`src/hw/rtl/rsbd_pkg.sv`:
```
// Types and constants for the RTC snapshot decoder.
package rsbd_pkg;

    localparam int unsigned InWidth  = 64;
    localparam int unsigned OutWidth = 48;
    localparam int unsigned ResWidth = 45;

    localparam logic [11:0] YearBase = 12'd2000;

    // Raw register snapshot, control byte in the low bits.
    typedef struct packed {
        logic [7:0] years_raw;
        logic [7:0] months_raw;
        logic [7:0] weekday_raw;
        logic [7:0] days_raw;
        logic [7:0] hours_raw;
        logic [7:0] minutes_raw;
        logic [7:0] sec_reg;
        logic [7:0] control_byte;
    } t_snapshot;

    // Decoded result, valid_res in the low bit.
    typedef struct packed {
        logic        mode_24h;
        logic        clock_running;
        logic        oscillator_ok;
        logic [11:0] year;
        logic [3:0]  month;
        logic [2:0]  weekday;
        logic [4:0]  day;
        logic [4:0]  hour;
        logic [5:0]  minute;
        logic [5:0]  second;
        logic        valid_res;
    } t_result;

endpackage

```
`src/hw/rtl/rsbd_bcd.sv`:
```
// Two-digit BCD to binary converter with digit and upper-limit check.
module rsbd_bcd
    import rsbd_pkg::*;
(
    input  logic [7:0] i_code,
    input  logic [6:0] i_limit,
    output logic       o_ok,
    output logic [6:0] o_val
);

    logic [3:0] w_hi;
    logic [3:0] w_lo;

    assign w_hi  = i_code[7:4];
    assign w_lo  = i_code[3:0];
    // hi*10 = hi*8 + hi*2
    assign o_val = {w_hi, 3'b000} + {2'b00, w_hi, 1'b0} + {3'b000, w_lo};
    assign o_ok  = (w_hi <= 4'd9) && (w_lo <= 4'd9) && (o_val <= i_limit);

endmodule

```
`src/hw/rtl/rsbd_decode.sv`:
```
// Field masking, BCD decode and calendar checks for one snapshot.
module rsbd_decode
    import rsbd_pkg::*;
(
    input  t_snapshot i_snap,
    output t_result   o_res
);

    logic       w_twelve;
    logic       w_pm;
    logic       w_sec_ok, w_min_ok, w_h24_ok, w_h12_ok, w_day_ok, w_mon_ok, w_yr_ok;
    logic [6:0] w_sec, w_min, w_h24, w_h12, w_day, w_mon, w_yr;
    logic [4:0] w_hour;
    logic       w_hour_ok;
    logic [2:0] w_wd;
    logic       w_wd_ok;
    logic [4:0] w_mlen;
    logic       w_ok;

    assign w_twelve = i_snap.control_byte[1];
    assign w_pm     = i_snap.hours_raw[5];

    rsbd_bcd u_sec (.i_code({1'b0, i_snap.sec_reg[6:0]}), .i_limit(7'd59),
                    .o_ok(w_sec_ok), .o_val(w_sec));
    rsbd_bcd u_min (.i_code({1'b0, i_snap.minutes_raw[6:0]}), .i_limit(7'd59),
                    .o_ok(w_min_ok), .o_val(w_min));
    rsbd_bcd u_h24 (.i_code({2'b00, i_snap.hours_raw[5:0]}), .i_limit(7'd23),
                    .o_ok(w_h24_ok), .o_val(w_h24));
    rsbd_bcd u_h12 (.i_code({3'b000, i_snap.hours_raw[4:0]}), .i_limit(7'd12),
                    .o_ok(w_h12_ok), .o_val(w_h12));
    rsbd_bcd u_day (.i_code({2'b00, i_snap.days_raw[5:0]}), .i_limit(7'd31),
                    .o_ok(w_day_ok), .o_val(w_day));
    rsbd_bcd u_mon (.i_code({3'b000, i_snap.months_raw[4:0]}), .i_limit(7'd12),
                    .o_ok(w_mon_ok), .o_val(w_mon));
    rsbd_bcd u_yr  (.i_code(i_snap.years_raw), .i_limit(7'd99),
                    .o_ok(w_yr_ok), .o_val(w_yr));

    // 12 AM maps to 0, 12 PM stays 12, other PM hours get 12 added
    always_comb begin
        if (!w_twelve) begin
            w_hour    = w_h24[4:0];
            w_hour_ok = w_h24_ok;
        end else begin
            w_hour_ok = w_h12_ok && (w_h12 != 7'd0);
            if (w_h12 == 7'd12) begin
                w_hour = w_pm ? 5'd12 : 5'd0;
            end else begin
                w_hour = w_h12[4:0] + (w_pm ? 5'd12 : 5'd0);
            end
        end
    end

    assign w_wd    = i_snap.weekday_raw[2:0];
    assign w_wd_ok = (i_snap.weekday_raw[7:3] == 5'd0) && (w_wd != 3'd7);

    // Days in month; February is leap when the two-digit year is a multiple of four
    always_comb begin
        if (w_mon[3:0] == 4'd2) begin
            w_mlen = (w_yr[1:0] == 2'b00) ? 5'd29 : 5'd28;
        end else if (w_mon[3:0] inside {4'd4, 4'd6, 4'd9, 4'd11}) begin
            w_mlen = 5'd30;
        end else begin
            w_mlen = 5'd31;
        end
    end

    assign w_ok = w_sec_ok && w_min_ok && w_hour_ok && w_day_ok && w_wd_ok
                  && w_mon_ok && w_yr_ok && (w_mon != 7'd0) && (w_day != 7'd0)
                  && (w_day[4:0] <= w_mlen);

    always_comb begin
        o_res = '0;
        if (w_ok) begin
            o_res.valid_res     = 1'b1;
            o_res.second        = w_sec[5:0];
            o_res.minute        = w_min[5:0];
            o_res.hour          = w_hour;
            o_res.day           = w_day[4:0];
            o_res.weekday       = w_wd;
            o_res.month         = w_mon[3:0];
            o_res.year          = YearBase + {5'b00000, w_yr};
            o_res.oscillator_ok = ~i_snap.sec_reg[7];
            o_res.clock_running = ~i_snap.control_byte[5];
            o_res.mode_24h      = ~w_twelve;
        end
    end

endmodule

```
`src/hw/rtl/rtc_snapshot_bcd_decode.sv`:
```
// Top level of the RTC snapshot decoder: input register, decode, result register.
//
// Slave stream s_axis_* carries one raw snapshot per request: the control byte
// and the seven BCD time registers, control byte in the low byte of tdata.
// Master stream m_axis_* returns one decoded result per request: valid_res,
// date and time fields, and the oscillator, running and 24-hour flags. When
// any check fails, valid_res is 0 and every other field is 0.
// The result passes from the input register to the result register before it
// shows on m_axis_*; a receiver stall can hold a request in the input register.
// Throughput is one request per cycle while the receiver does not stall, set by
// the single decode stage between the two registers.
// s_axis_tready is high while the input register is empty or the result register
// is empty or being taken, so a new request is taken while a finished result
// waits. When the receiver stalls, the result holds in its register, one more
// request can wait in the input register, then s_axis_tready drops until taken.
// Synchronous active-low reset empties both registers; no request is lost
// or duplicated after reset is released.
module rtc_snapshot_bcd_decode
    import rsbd_pkg::*;
(
    input  logic                i_clk,
    input  logic                i_rst_n,
    input  logic                s_axis_tvalid,
    output logic                s_axis_tready,
    // [7:0] control_byte, [15:8] sec_reg, [23:16] minutes_raw,
    // [31:24] hours_raw, [39:32] days_raw, [47:40] weekday_raw,
    // [55:48] months_raw, [63:56] years_raw
    input  logic [InWidth-1:0]  s_axis_tdata,
    output logic                m_axis_tvalid,
    input  logic                m_axis_tready,
    // [0] valid_res, [6:1] second, [12:7] minute, [17:13] hour, [22:18] day,
    // [25:23] weekday, [29:26] month, [41:30] year, [42] oscillator_ok,
    // [43] clock_running, [44] mode_24h, [47:45] zero
    output logic [OutWidth-1:0] m_axis_tdata
);

    logic      r_in_valid, n_in_valid;
    t_snapshot r_in;
    logic      r_out_valid, n_out_valid;
    t_result   r_res;
    t_result   w_res;
    logic      w_adv;
    logic      w_in_fire;

    assign w_adv         = !r_out_valid || m_axis_tready;
    assign s_axis_tready = !r_in_valid || w_adv;
    assign w_in_fire     = s_axis_tvalid && s_axis_tready;

    always_comb begin
        n_in_valid  = s_axis_tready ? s_axis_tvalid : r_in_valid;
        n_out_valid = w_adv ? r_in_valid : r_out_valid;
    end

    always_ff @(posedge i_clk) begin
        if (!i_rst_n) begin
            r_in_valid  <= 1'b0;
            r_out_valid <= 1'b0;
        end else begin
            r_in_valid  <= n_in_valid;
            r_out_valid <= n_out_valid;
        end
    end

    always_ff @(posedge i_clk) begin
        if (w_in_fire) begin
            r_in <= t_snapshot'(s_axis_tdata);
        end
        if (w_adv && r_in_valid) begin
            r_res <= w_res;
        end
    end

    rsbd_decode u_decode (
        .i_snap (r_in),
        .o_res  (w_res)
    );

    assign m_axis_tvalid = r_out_valid;
    assign m_axis_tdata  = {{(OutWidth-ResWidth){1'b0}}, r_res};

endmodule

```
`config.mk`:
```
export PLATFORM = sky130hd
export DESIGN_NAME = rtc_snapshot_bcd_decode
export DESIGN_NICKNAME = d
export VERILOG_FILES = /design/src/hw/rtl/rsbd_pkg.sv /design/src/hw/rtl/rsbd_bcd.sv /design/src/hw/rtl/rsbd_decode.sv /design/src/hw/rtl/rtc_snapshot_bcd_decode.sv
export SDC_FILE = /design/constraint.sdc
export NUM_CORES = 1
export LEC_CHECK = 0
export BUFFER_PORTS_ARGS = -buffer_cell sky130_fd_sc_hd__buf_2
export CAP_MARGIN = 10
export CORE_MARGIN = 2
export CORE_UTILIZATION = 31
export CTS_BUF_LIST = sky130_fd_sc_hd__clkbuf_8
export CTS_CLUSTER_SIZE = 10
export DETAILED_ROUTE_END_ITERATION = 10
export GPL_ROUTABILITY_DRIVEN = 0
export SYNTH_ARGS = -nofsm -noshare
export SYNTH_HDL_FRONTEND = slang
export SYNTH_SLANG_ARGS = --single-unit
```
`constraint.sdc`:
```
create_clock -name i_clk -period 3.06 [get_ports i_clk]
set_clock_uncertainty 0.1 [all_clocks]
set_input_delay 0.153 -clock i_clk [delete_from_list [all_inputs] [get_ports i_clk]]
set_output_delay 0.153 -clock i_clk [all_outputs]
set_load 0.1 [all_outputs]
```
==> results of run 1 <==
==> flip-flops by register name (all words and copies together) (netlist names) <==
register       cells
m_axis_tdata      43
r_in_valid         1
r_in              50
m_axis_tvalid      1
==> routing by layer <==
| layer | GRT usage | routed length, um | vias up |
|---|---|---|---|
| li1 | - | - | 1536 |
| met1 | 0.164 | 4600 | 1466 |
| met2 | 0.236 | 5170 | 75 |
| met3 | 0.0305 | 473 | 19 |
| met4 | 0.0732 | 248 | 0 |
| met5 | 0 | 0 | - |
==> cell usage in the layout, fill, tap and decap left out, types with 2 or more instances in the layout <==
cell           netlist  layout
buf_2                1     100
xor2_1               6       6
nand3_1              6       6
nor2_1               5       5
and3_1              30      28
buf_6                0       3
nor4_1               2       2
nand2_1             10      10
and3b_2              4       4
dlygate4sd3_1        0      52
nand4_1              4       4
inv_1               14      14
nor4b_1              2       2
nor3_1               4       2
a31oi_1              2       2
ha_1                34      33
nor3_2               0       2
a21oi_1             10       9
mux2i_1              2       2
clkbuf_8             0      11
edfxtp_1            93      93
fa_1                 9       8
dfxtp_1              2       2
buf_4                5      28
o2111a_1             2       2
and3_4               0       8
o21ai_0             13      13
xnor2_1              6       5
and3b_1              3       3
clkinvlp_4           0       2
o211ai_1             3       3
nor2b_1              3       2
conb_1               1       3
a21o_1               6       6
==> metrics by stage <==
stage / TNS (ns) / instances / area (um^2)
detailed placement: -9.83 / 608 / 5410
finish: -7.70 / 682 / 6240
CTS: -9.44 / 679 / 6210
global route: -16.21 / 682 / 6240
global placement: -5.96 / 608 / 5410
floorplan: -6.06 / 313 / 4560
==> what timing repair did <==
item / CTS / global route
endpoints found under the hold margin: 52 / 0
setup endpoints to repair: 43 / 43
setup buffers: 3 / 2
gates resized for setup: 12 / 4
hold buffers: 52 / 0
pin swaps: 3 / 3
cloned: 0 / 1
==> worst max-delay path, delay by kind of cell, from the launching register on <==
kind | cells | cell delay, ns
adders and majority gates | 3 | 0.99
AOI/OAI and AO/OA | 2 | 0.31
xor gates and xnor gates | 1 | 0.20
buffers and inverters | 2 | 0.24
DFF | 1 | 0.42
muxes | 1 | 0.15
and+or+nand+nor | 4 | 0.65
==> power breakdown <==
group,internal [mW],switching (mW),total [mW],leakage [nW]
Combinational,0.260,0.478,0.738,1.66
Sequential,1.50,0.0382,1.54,0.881
Clock,0.429,0.452,0.881,0.104
Total,2.19,0.968,3.16,2.65
==> cell families after synthesis <==
family	count (synthesis)	share of synthesized area
compound gates	45	0.0635
xor+xnor	13	0.0268
fa+ha+maj	43	0.134
buf+inv	28	0.0287
flops	95	0.625
mux	2	0.00442
other cells	1	0.000828
simple gates	84	0.117
==> final timing paths <==
kind                                     from              end  slack [ns]  cells past startpoint
worst max-delay path                 r_in[62]  m_axis_tdata[6]       -0.23                     13
worst min register to register     r_in_valid    m_axis_tvalid        0.43                      1
worst max register to register       r_in[62]  m_axis_tdata[6]       -0.23                     13
worst min-delay path            m_axis_tready    m_axis_tvalid        0.05                      3
==> area by class of cell <==
class                      instances  area [um^2]  area share
sequential                        95         2830       0.454
multi-input combinational        190         1640       0.263
timing repair buffer             183         1260       0.203
tap                              184          230      0.0369
clock buffer                      11          151      0.0243
clock inverter                     5         65.1      0.0104
inverter                          14         52.6     0.00842
==> results.ini, run 1 <==
[synth]
synthTopCellsByArea=edfxtp_1 62%, ha_1 9.4%, and3_1 4.1%
synth_warnings=0
syn_area_um2=4530
avgSynthCellArea_um2=14.6
yosysTopAreaCell=edfxtp_1
syn-instance-count=311
synth_common_cells=93 x edfxtp_1, 34 x ha_1, 30 x and3_1
synth_top_area_frac=0.617
synth_cell_types=45
synth_edf_count=93
synth-seq-cells=95
yosys_most_used_dff=edfxtp_1
synth_most_common_cell=edfxtp_1
synthArstFlopShare=0
synth-seq-area-share=0.625

[timing]
slew_headroom=0.217
setup_viol=43
grt_setup_unrepaired=yes
fin_crit_ns=3.29
hold_viol_final=0
setup_slack_ns=-0.233
fin_hold_ws_ns=0.0453
worst_pin_slew_ns=1.18
max_freq_ghz=0.304
drv_slew=0
post-route-period-util=1.08

[clock_network]
cts.clk_slew.worst_paths_ns=0.09
clockRootBuffer=clkbuf_8
clock_path_buffers=2
cts_tree=yes
clock_latency_ns=0.38
numCtsBuffers=9
clock-sinks=95
htreeDepth=3

[global_routing]
grt_pass1_wl_mm=16.6
grt_start_max_net_pins=51
grt_overflow=0
grt_pass1_vias=3305
grtUsageTotal=0.138
antenna_found_initial=0

[critical_path]
worstPathRequired_ns=3.10
worstSetupEndpointType=register
path_cells=fa_1 > ha_1 > a21o_1 > a21oi_2 > xor2_1 > inv_1 > ha_2 > mux2i_1 > nor3_2 > nor3_2 > nor4_4 > buf_6 > and3b_2
path_max_fanout=9
path_class=register to register
crit_path_start_kind=register
arrival_ns=3.33
slowest_delay_ns=0.58
crit_top_cell=nor3_2
cp_slowest_cell=fa_1

[placement]
dpl.hpwl_mm=7.27
port_buffers=100
place_ws_ns=-0.289

[die]
start_util=0.314
dieArea_um2=15600
row_count=44
core_area_um2=14400
dieWidth_um=125
die_height_um=125
ios=118

[final_layout]
area_delta_synth_final_pct=37.8
nFillCells=1369
layout.nets=604
drive_gt1_frac=0.341
final_util=0.433
diodes=0

[route]
vias_per_cell=4.54
vias=3096
drc=0
routedWlPerCell_um=15.4
drtIter0Drc=138
first_pass_iters=4
drt_wl_total_mm=10.5
postRouteAntennaNets=0

[run_status]
outcome=complete, but fails checks
violations=setup timing

[power]
leakage_nw=2.65
peakVddDrop_mv=0.229
fin_total_pwr_mw=3.16
power_density_nw_per_um2=506

[min_path]
min-delay-path-class=input port to register

[job]
drv_cap=0

Power figures use the tool's default switching activity.
==> run 2: changes to the inputs <==
--- a/config.mk
+++ b/config.mk
@@ -13,6 +13,7 @@
 export CTS_CLUSTER_SIZE = 10
 export DETAILED_ROUTE_END_ITERATION = 10
 export GPL_ROUTABILITY_DRIVEN = 0
+export PLACE_DENSITY = 0.62
 export SYNTH_ARGS = -nofsm -noshare
 export SYNTH_HDL_FRONTEND = slang
 export SYNTH_SLANG_ARGS = --single-unit
==> run 2 against run 1 <==
Net effect: the flow still finishes with violations (setup timing); largest cell class unchanged; clock power is 16% lower; first-iteration DRC count is 32% lower; non-clock buffer count is 3 higher; global-route usage is 0.38 points lower; cell count is 0.44% higher.
==> results.ini, run 2 (same netlist as run 1, synthesis figures left out) <==
[run_status]
outcome=complete, but fails checks
violations=setup timing

[power]
peakVddDrop_mv=0.248  ; +8.1%
leakage_nw=2.65  ; -0.15%
fin_total_pwr_mw=3.03  ; -4.1%
power_density_nw_per_um2=485  ; -4.2%

[critical_path]
slowest_delay_ns=0.59  ; about the same
crit_path_start_kind=register
crit_top_cell=nor3_2
path_max_fanout=9  ; unchanged
worstSetupEndpointType=register
path_class=register to register
worstPathRequired_ns=3.10  ; about the same
cp_slowest_cell=fa_1
path_cells=fa_1 > ha_1 > a21o_1 > a21oi_2 > xor2_1 > inv_1 > ha_2 > mux2i_1 > nor3_2 > nor3_2 > nor4_4 > buf_4 > and3b_2
reg2reg_depth=13  ; unchanged
arrival_ns=3.43  ; +0.10 ns

[timing]
hold_viol_final=0  ; unchanged
grt_setup_unrepaired=yes
setup_slack_ns=-0.332  ; -0.0985 ns
max_freq_ghz=0.295  ; -2.9%
slew_headroom=0.607  ; +0.390
setup_viol=43  ; unchanged
fin_crit_ns=3.39  ; +0.0985 ns
post-route-period-util=1.11  ; +0.0322
tns_ns=-11.91  ; -4.21 ns
fin_hold_ws_ns=0.0539  ; +0.00865 ns
drv_slew=0  ; unchanged
worst_pin_slew_ns=0.589  ; -0.586 ns

[clock_network]
numCtsBuffers=9  ; unchanged
htreeDepth=3  ; unchanged
clock_latency_ns=0.37  ; about the same
cts.clk_slew.worst_paths_ns=0.10  ; about the same
clock_path_buffers=2  ; unchanged
cts_tree=yes
clock-sinks=95  ; unchanged
clockRootBuffer=clkbuf_8

[global_routing]
grt_overflow=0  ; unchanged
grt_pass1_wl_mm=16.1  ; -3.0%
grt_use_met3=0.0348  ; +0.00430
grt_pass1_vias=3233  ; -2.2%
met1_usage=0.165  ; +0.00157
gr-max-usage-layer=met2
met2_usage=0.230  ; -0.00546
antenna_found_initial=0  ; unchanged
grt_start_max_net_pins=51  ; unchanged
grtUsageTotal=0.135  ; -0.00379

[placement]
placed_cell_area_um2=5430  ; +0.42%
dpl.hpwl_mm=7.34  ; +1.0%
port_buffers=100  ; unchanged

[die]
ios=118  ; unchanged
dieWidth_um=125  ; unchanged
start_util=0.314  ; unchanged
die_height_um=125  ; unchanged
dieArea_um2=15600  ; unchanged
row_count=44  ; unchanged
core_area_um2=14400  ; unchanged

[route]
drc=0  ; unchanged
first_pass_iters=4  ; unchanged
drtIter0Drc=94  ; -32%
vias_per_cell=4.66  ; +2.7%
routedWlPerCell_um=15.2  ; -1.0%
postRouteAntennaNets=0  ; unchanged
drt_wl_total_mm=10.4  ; -0.59%
vias=3193  ; +3.1%

[final_layout]
fin_area_um2=6250  ; +0.12%
final_cell_mix=100 x buf_2, 93 x edfxtp_1, 52 x dlygate4sd3_1
area_delta_synth_final_pct=37.9
final_util=0.433  ; +0.000520
drive_gt1_frac=0.353  ; +0.0119
multi_input_area_um2=1660  ; +1.3%
diodes=0  ; unchanged
largest_reg_flops=50  ; unchanged
register_area_um2=2830  ; unchanged
final_common_cell=buf_2
nFillCells=1345  ; -1.8%
top_register=r_in
layout.nets=607  ; +0.50%

[min_path]
hold_depth=3  ; unchanged
min-delay-path-class=input port to register

[job]
drv_cap=0  ; unchanged

-- run 2: cell types whose count changed in the layout (fill, tap and decap cells not counted), sizes merged --
cell      change
clkinv        +2
buf           +3
clkinvlp      -1
bufinv        -1
inv           +2
clkbuf        -2
-- run 2: layer usage --
metal	wire length, um	share of wire
met2	5190	0.50
met4	189	0.018
met1	4530	0.43
met5	0	0
met3	524	0.050
-- run 2: critical path, delay by kind of cell, from the launching register on --
family	cells	cell delay, ns
simple gates	4	0.66
mux	1	0.15
buf+inv	2	0.27
xor+xnor	1	0.22
compound gates	2	0.34
flops	1	0.43
fa+ha+maj	3	0.99
-- run 2: repair_timing --
item,in CTS,in global routing
pin swaps,4,7
hold buffers,52,0
buffers inserted,2,4
endpoints found under the setup margin,43,43
endpoints found under the hold margin,52,0
resized for setup,2,15
-- run 2: worst paths after layout --
check                      from  slack [ns]          endpoint
setup reg to reg       r_in[60]       -0.33  m_axis_tdata[36]
hold / removal    m_axis_tready        0.05     m_axis_tvalid
setup / recovery       r_in[60]       -0.33  m_axis_tdata[36]
hold reg to reg      r_in_valid        0.45     m_axis_tvalid
-- run 2: area by class of cell --
| class | count | area share |
|---|---|---|
| repair buffers | 186 | 0.207 |
| well taps | 184 | 0.0369 |
| flip-flops and latches | 95 | 0.453 |
| clock inverters | 7 | 0.00761 |
| clock buffers | 9 | 0.0198 |
| inverters | 14 | 0.00841 |
| multi-input cells | 190 | 0.266 |
-- run 2: where the power goes --
part	internal, mW	switching [mW]
combinational	0.266	0.484
clock	0.297	0.447
sequential	1.50	0.0362
-- run 2: per-stage QoR --
| stage | setup WS (ns) | instances |
|---|---|---|
| finish | -0.332 | 685 |
| detailed placement | -0.372 | 611 |
| global placement | -0.197 | 611 |
| floorplan | -0.170 | 313 |
| global route | -0.503 | 685 |
| CTS | -0.306 | 681 |
==> run 3: changes to the inputs <==
--- a/config.mk
+++ b/config.mk
@@ -7,13 +7,14 @@
 export LEC_CHECK = 0
 export BUFFER_PORTS_ARGS = -buffer_cell sky130_fd_sc_hd__buf_2
 export CAP_MARGIN = 10
-export CORE_MARGIN = 2
+export CORE_ASPECT_RATIO = 0.5
+export CORE_MARGIN = 5
 export CORE_UTILIZATION = 31
 export CTS_BUF_LIST = sky130_fd_sc_hd__clkbuf_8
 export CTS_CLUSTER_SIZE = 10
 export DETAILED_ROUTE_END_ITERATION = 10
 export GPL_ROUTABILITY_DRIVEN = 0
-export PLACE_DENSITY = 0.62
+export PLACE_DENSITY = 0.52
 export SYNTH_ARGS = -nofsm -noshare
 export SYNTH_HDL_FRONTEND = slang
 export SYNTH_SLANG_ARGS = --single-unit
==> run 3 against run 2 <==
Net effect: the run still ends with setup timing left; combinational power is 2% higher; routed wire length down 0.44%; critical path depth stayed put; via count is 2.7% lower; maximum frequency increased by 4.2%; sequential cell count did not move; first-iteration DRC count grew 28%; cell count grew 2.2%; sequential power hardly changed; worst hold slack barely moved; critical path type unchanged.
==> results.ini, run 3 (same netlist as run 1, synthesis figures left out) <==
[power]
fin_total_pwr_mw=3.09  ; +2.1%
leakage_nw=2.66  ; +0.52%
peakVddDrop_mv=0.269  ; +8.7%
power_density_nw_per_um2=489  ; +0.73%

[global_routing]
antenna_found_initial=0  ; unchanged
grt_start_max_net_pins=42  ; -18%
grt_pass1_wl_mm=17.0  ; +5.3%
grtUsageTotal=0.126  ; -0.00904
grt_overflow=0  ; unchanged
grt_pass1_vias=3386  ; +4.7%

[die]
row_count=31  ; -30%
dieWidth_um=181  ; +45%
core_area_um2=14400  ; -0.23%
dieArea_um2=17300  ; +11%
ios=118  ; unchanged
start_util=0.315  ; +0.000737
die_height_um=95.5  ; -24%

[timing]
drv_slew=0  ; unchanged
hold_viol_final=0  ; unchanged
setup_viol=43  ; unchanged
grt_setup_unrepaired=yes
tns_ns=-6.47  ; +5.43 ns
fin_hold_ws_ns=0.0536  ; -0.000333 ns
worst_pin_slew_ns=0.737  ; +0.148 ns
fin_crit_ns=3.26  ; -0.135 ns
max_freq_ghz=0.307  ; +4.2%
slew_headroom=0.508  ; -0.0987
setup_slack_ns=-0.196  ; +0.135 ns
post-route-period-util=1.06  ; -0.0442

[critical_path]
slowest_delay_ns=0.58  ; about the same
arrival_ns=3.27  ; -0.16 ns
worstPathRequired_ns=3.08  ; -0.02 ns
cp_slowest_cell=fa_1
crit_path_start_kind=register
path_cells=fa_1 > ha_1 > a21o_1 > a21oi_2 > xor2_1 > inv_1 > ha_2 > mux2i_2 > nor3_2 > nor3_2 > nor4_4 > buf_6 > and3b_2
path_class=register to register
crit_top_cell=nor3_2
worstSetupEndpointType=register
path_max_fanout=18  ; +9

[route]
vias=3106  ; -2.7%
routedWlPerCell_um=14.8  ; -2.6%
drc=0  ; unchanged
first_pass_iters=4  ; unchanged
drtIter0Drc=120  ; +28%
vias_per_cell=4.44  ; -4.8%
drt_wl_total_mm=10.4  ; -0.44%
postRouteAntennaNets=0  ; unchanged

[min_path]
min-delay-path-class=input port to register

[clock_network]
cts.clk_slew.worst_paths_ns=0.09  ; about the same
clock_path_buffers=2  ; unchanged
numCtsBuffers=9  ; unchanged
cts_tree=yes
clockRootBuffer=clkbuf_8
htreeDepth=3  ; unchanged
clock_latency_ns=0.36  ; about the same
clock-sinks=95  ; unchanged

[final_layout]
final_util=0.440  ; +0.00676
largest_reg_flops=50  ; unchanged
final_cell_mix=101 x buf_2, 93 x edfxtp_1, 52 x dlygate4sd3_1
diodes=0  ; unchanged
drive_gt1_frac=0.365  ; +0.0112
top_register=r_in
final_common_cell=buf_2
area_delta_synth_final_pct=39.8
layout.nets=609  ; +0.33%

[run_status]
violations=setup timing
outcome=complete, but fails checks

[placement]
dpl.hpwl_mm=7.24  ; -1.4%
port_buffers=100  ; unchanged

[job]
drv_cap=0  ; unchanged

## run 3: changes by cell type in the layout (fill, tap and decap cells not counted), sizes merged
cell      before  now
clkinv         3    4
bufinv         0    1
clkinvlp       1    0
buf          134  136
inv           17   15
## run 3: final timing paths
path / startpoint / to / slack [ns] / depth (start not counted)
max: r_in[60] / m_axis_tdata[6] / -0.20 / 13
min: m_axis_tready / m_axis_tvalid / 0.05 / 3
max reg2reg: r_in[60] / m_axis_tdata[6] / -0.20 / 13
min reg2reg: r_in_valid / m_axis_tvalid / 0.44 / 1
## run 3: area by class of cell
| type | count | area, um^2 |
|---|---|---|
| fillers | 1329 | 8060 |
| flip-flops and latches | 95 | 2830 |
| multi-input cells | 190 | 1700 |
| repair buffers | 188 | 1320 |
| well taps | 198 | 248 |
| clock buffers | 9 | 124 |
| clock inverters | 6 | 53.8 |
| inverters | 14 | 52.6 |
## run 3: repair_timing
| item | 4_1_cts | 5_1_grt |
|---|---|---|
| pin swaps | 14 | 4 |
| endpoints found under the setup margin | 43 | 43 |
| hold endpoints to repair | 52 | 0 |
| setup buffers | 8 | 0 |
| gates resized for setup | 22 | 3 |
| cloned | 1 | 0 |
| hold buffers | 52 | 0 |
## run 3: metrics by stage
stage / std cells / area (um^2) / setup slack, ns
2_1_floorplan: 313 / 4560 / -0.170
3_3_place_gp: 624 / 5460 / -0.190
3_5_place_dp: 624 / 5460 / -0.251
4_1_cts: 700 / 6320 / -0.198
5_1_grt: 700 / 6330 / -0.380
6_report: 700 / 6330 / -0.196
## run 3: critical path: cells and delay by family (launching register included)
kind                       cells  cell delay, ns
xor gates and xnor gates       1            0.20
AOI/OAI and AO/OA              2            0.29
and+or+nand+nor                4            0.58
adders and majority gates      3            0.99
buffers and inverters          2            0.26
DFF                            1            0.43
muxes                          1            0.16
## run 3: power by group
part | switching [mW] | internal [mW] | total (mW)
Combinational | 0.486 | 0.283 | 0.769
Clock | 0.421 | 0.365 | 0.786
Sequential | 0.0378 | 1.50 | 1.54
Total | 0.944 | 2.15 | 3.09
## run 3: routing by layer
layer	wire, um	GRT usage
met2	5140	0.225
met4	96	0.0281
met1	4790	0.155
met5	0	0
met3	361	0.0320
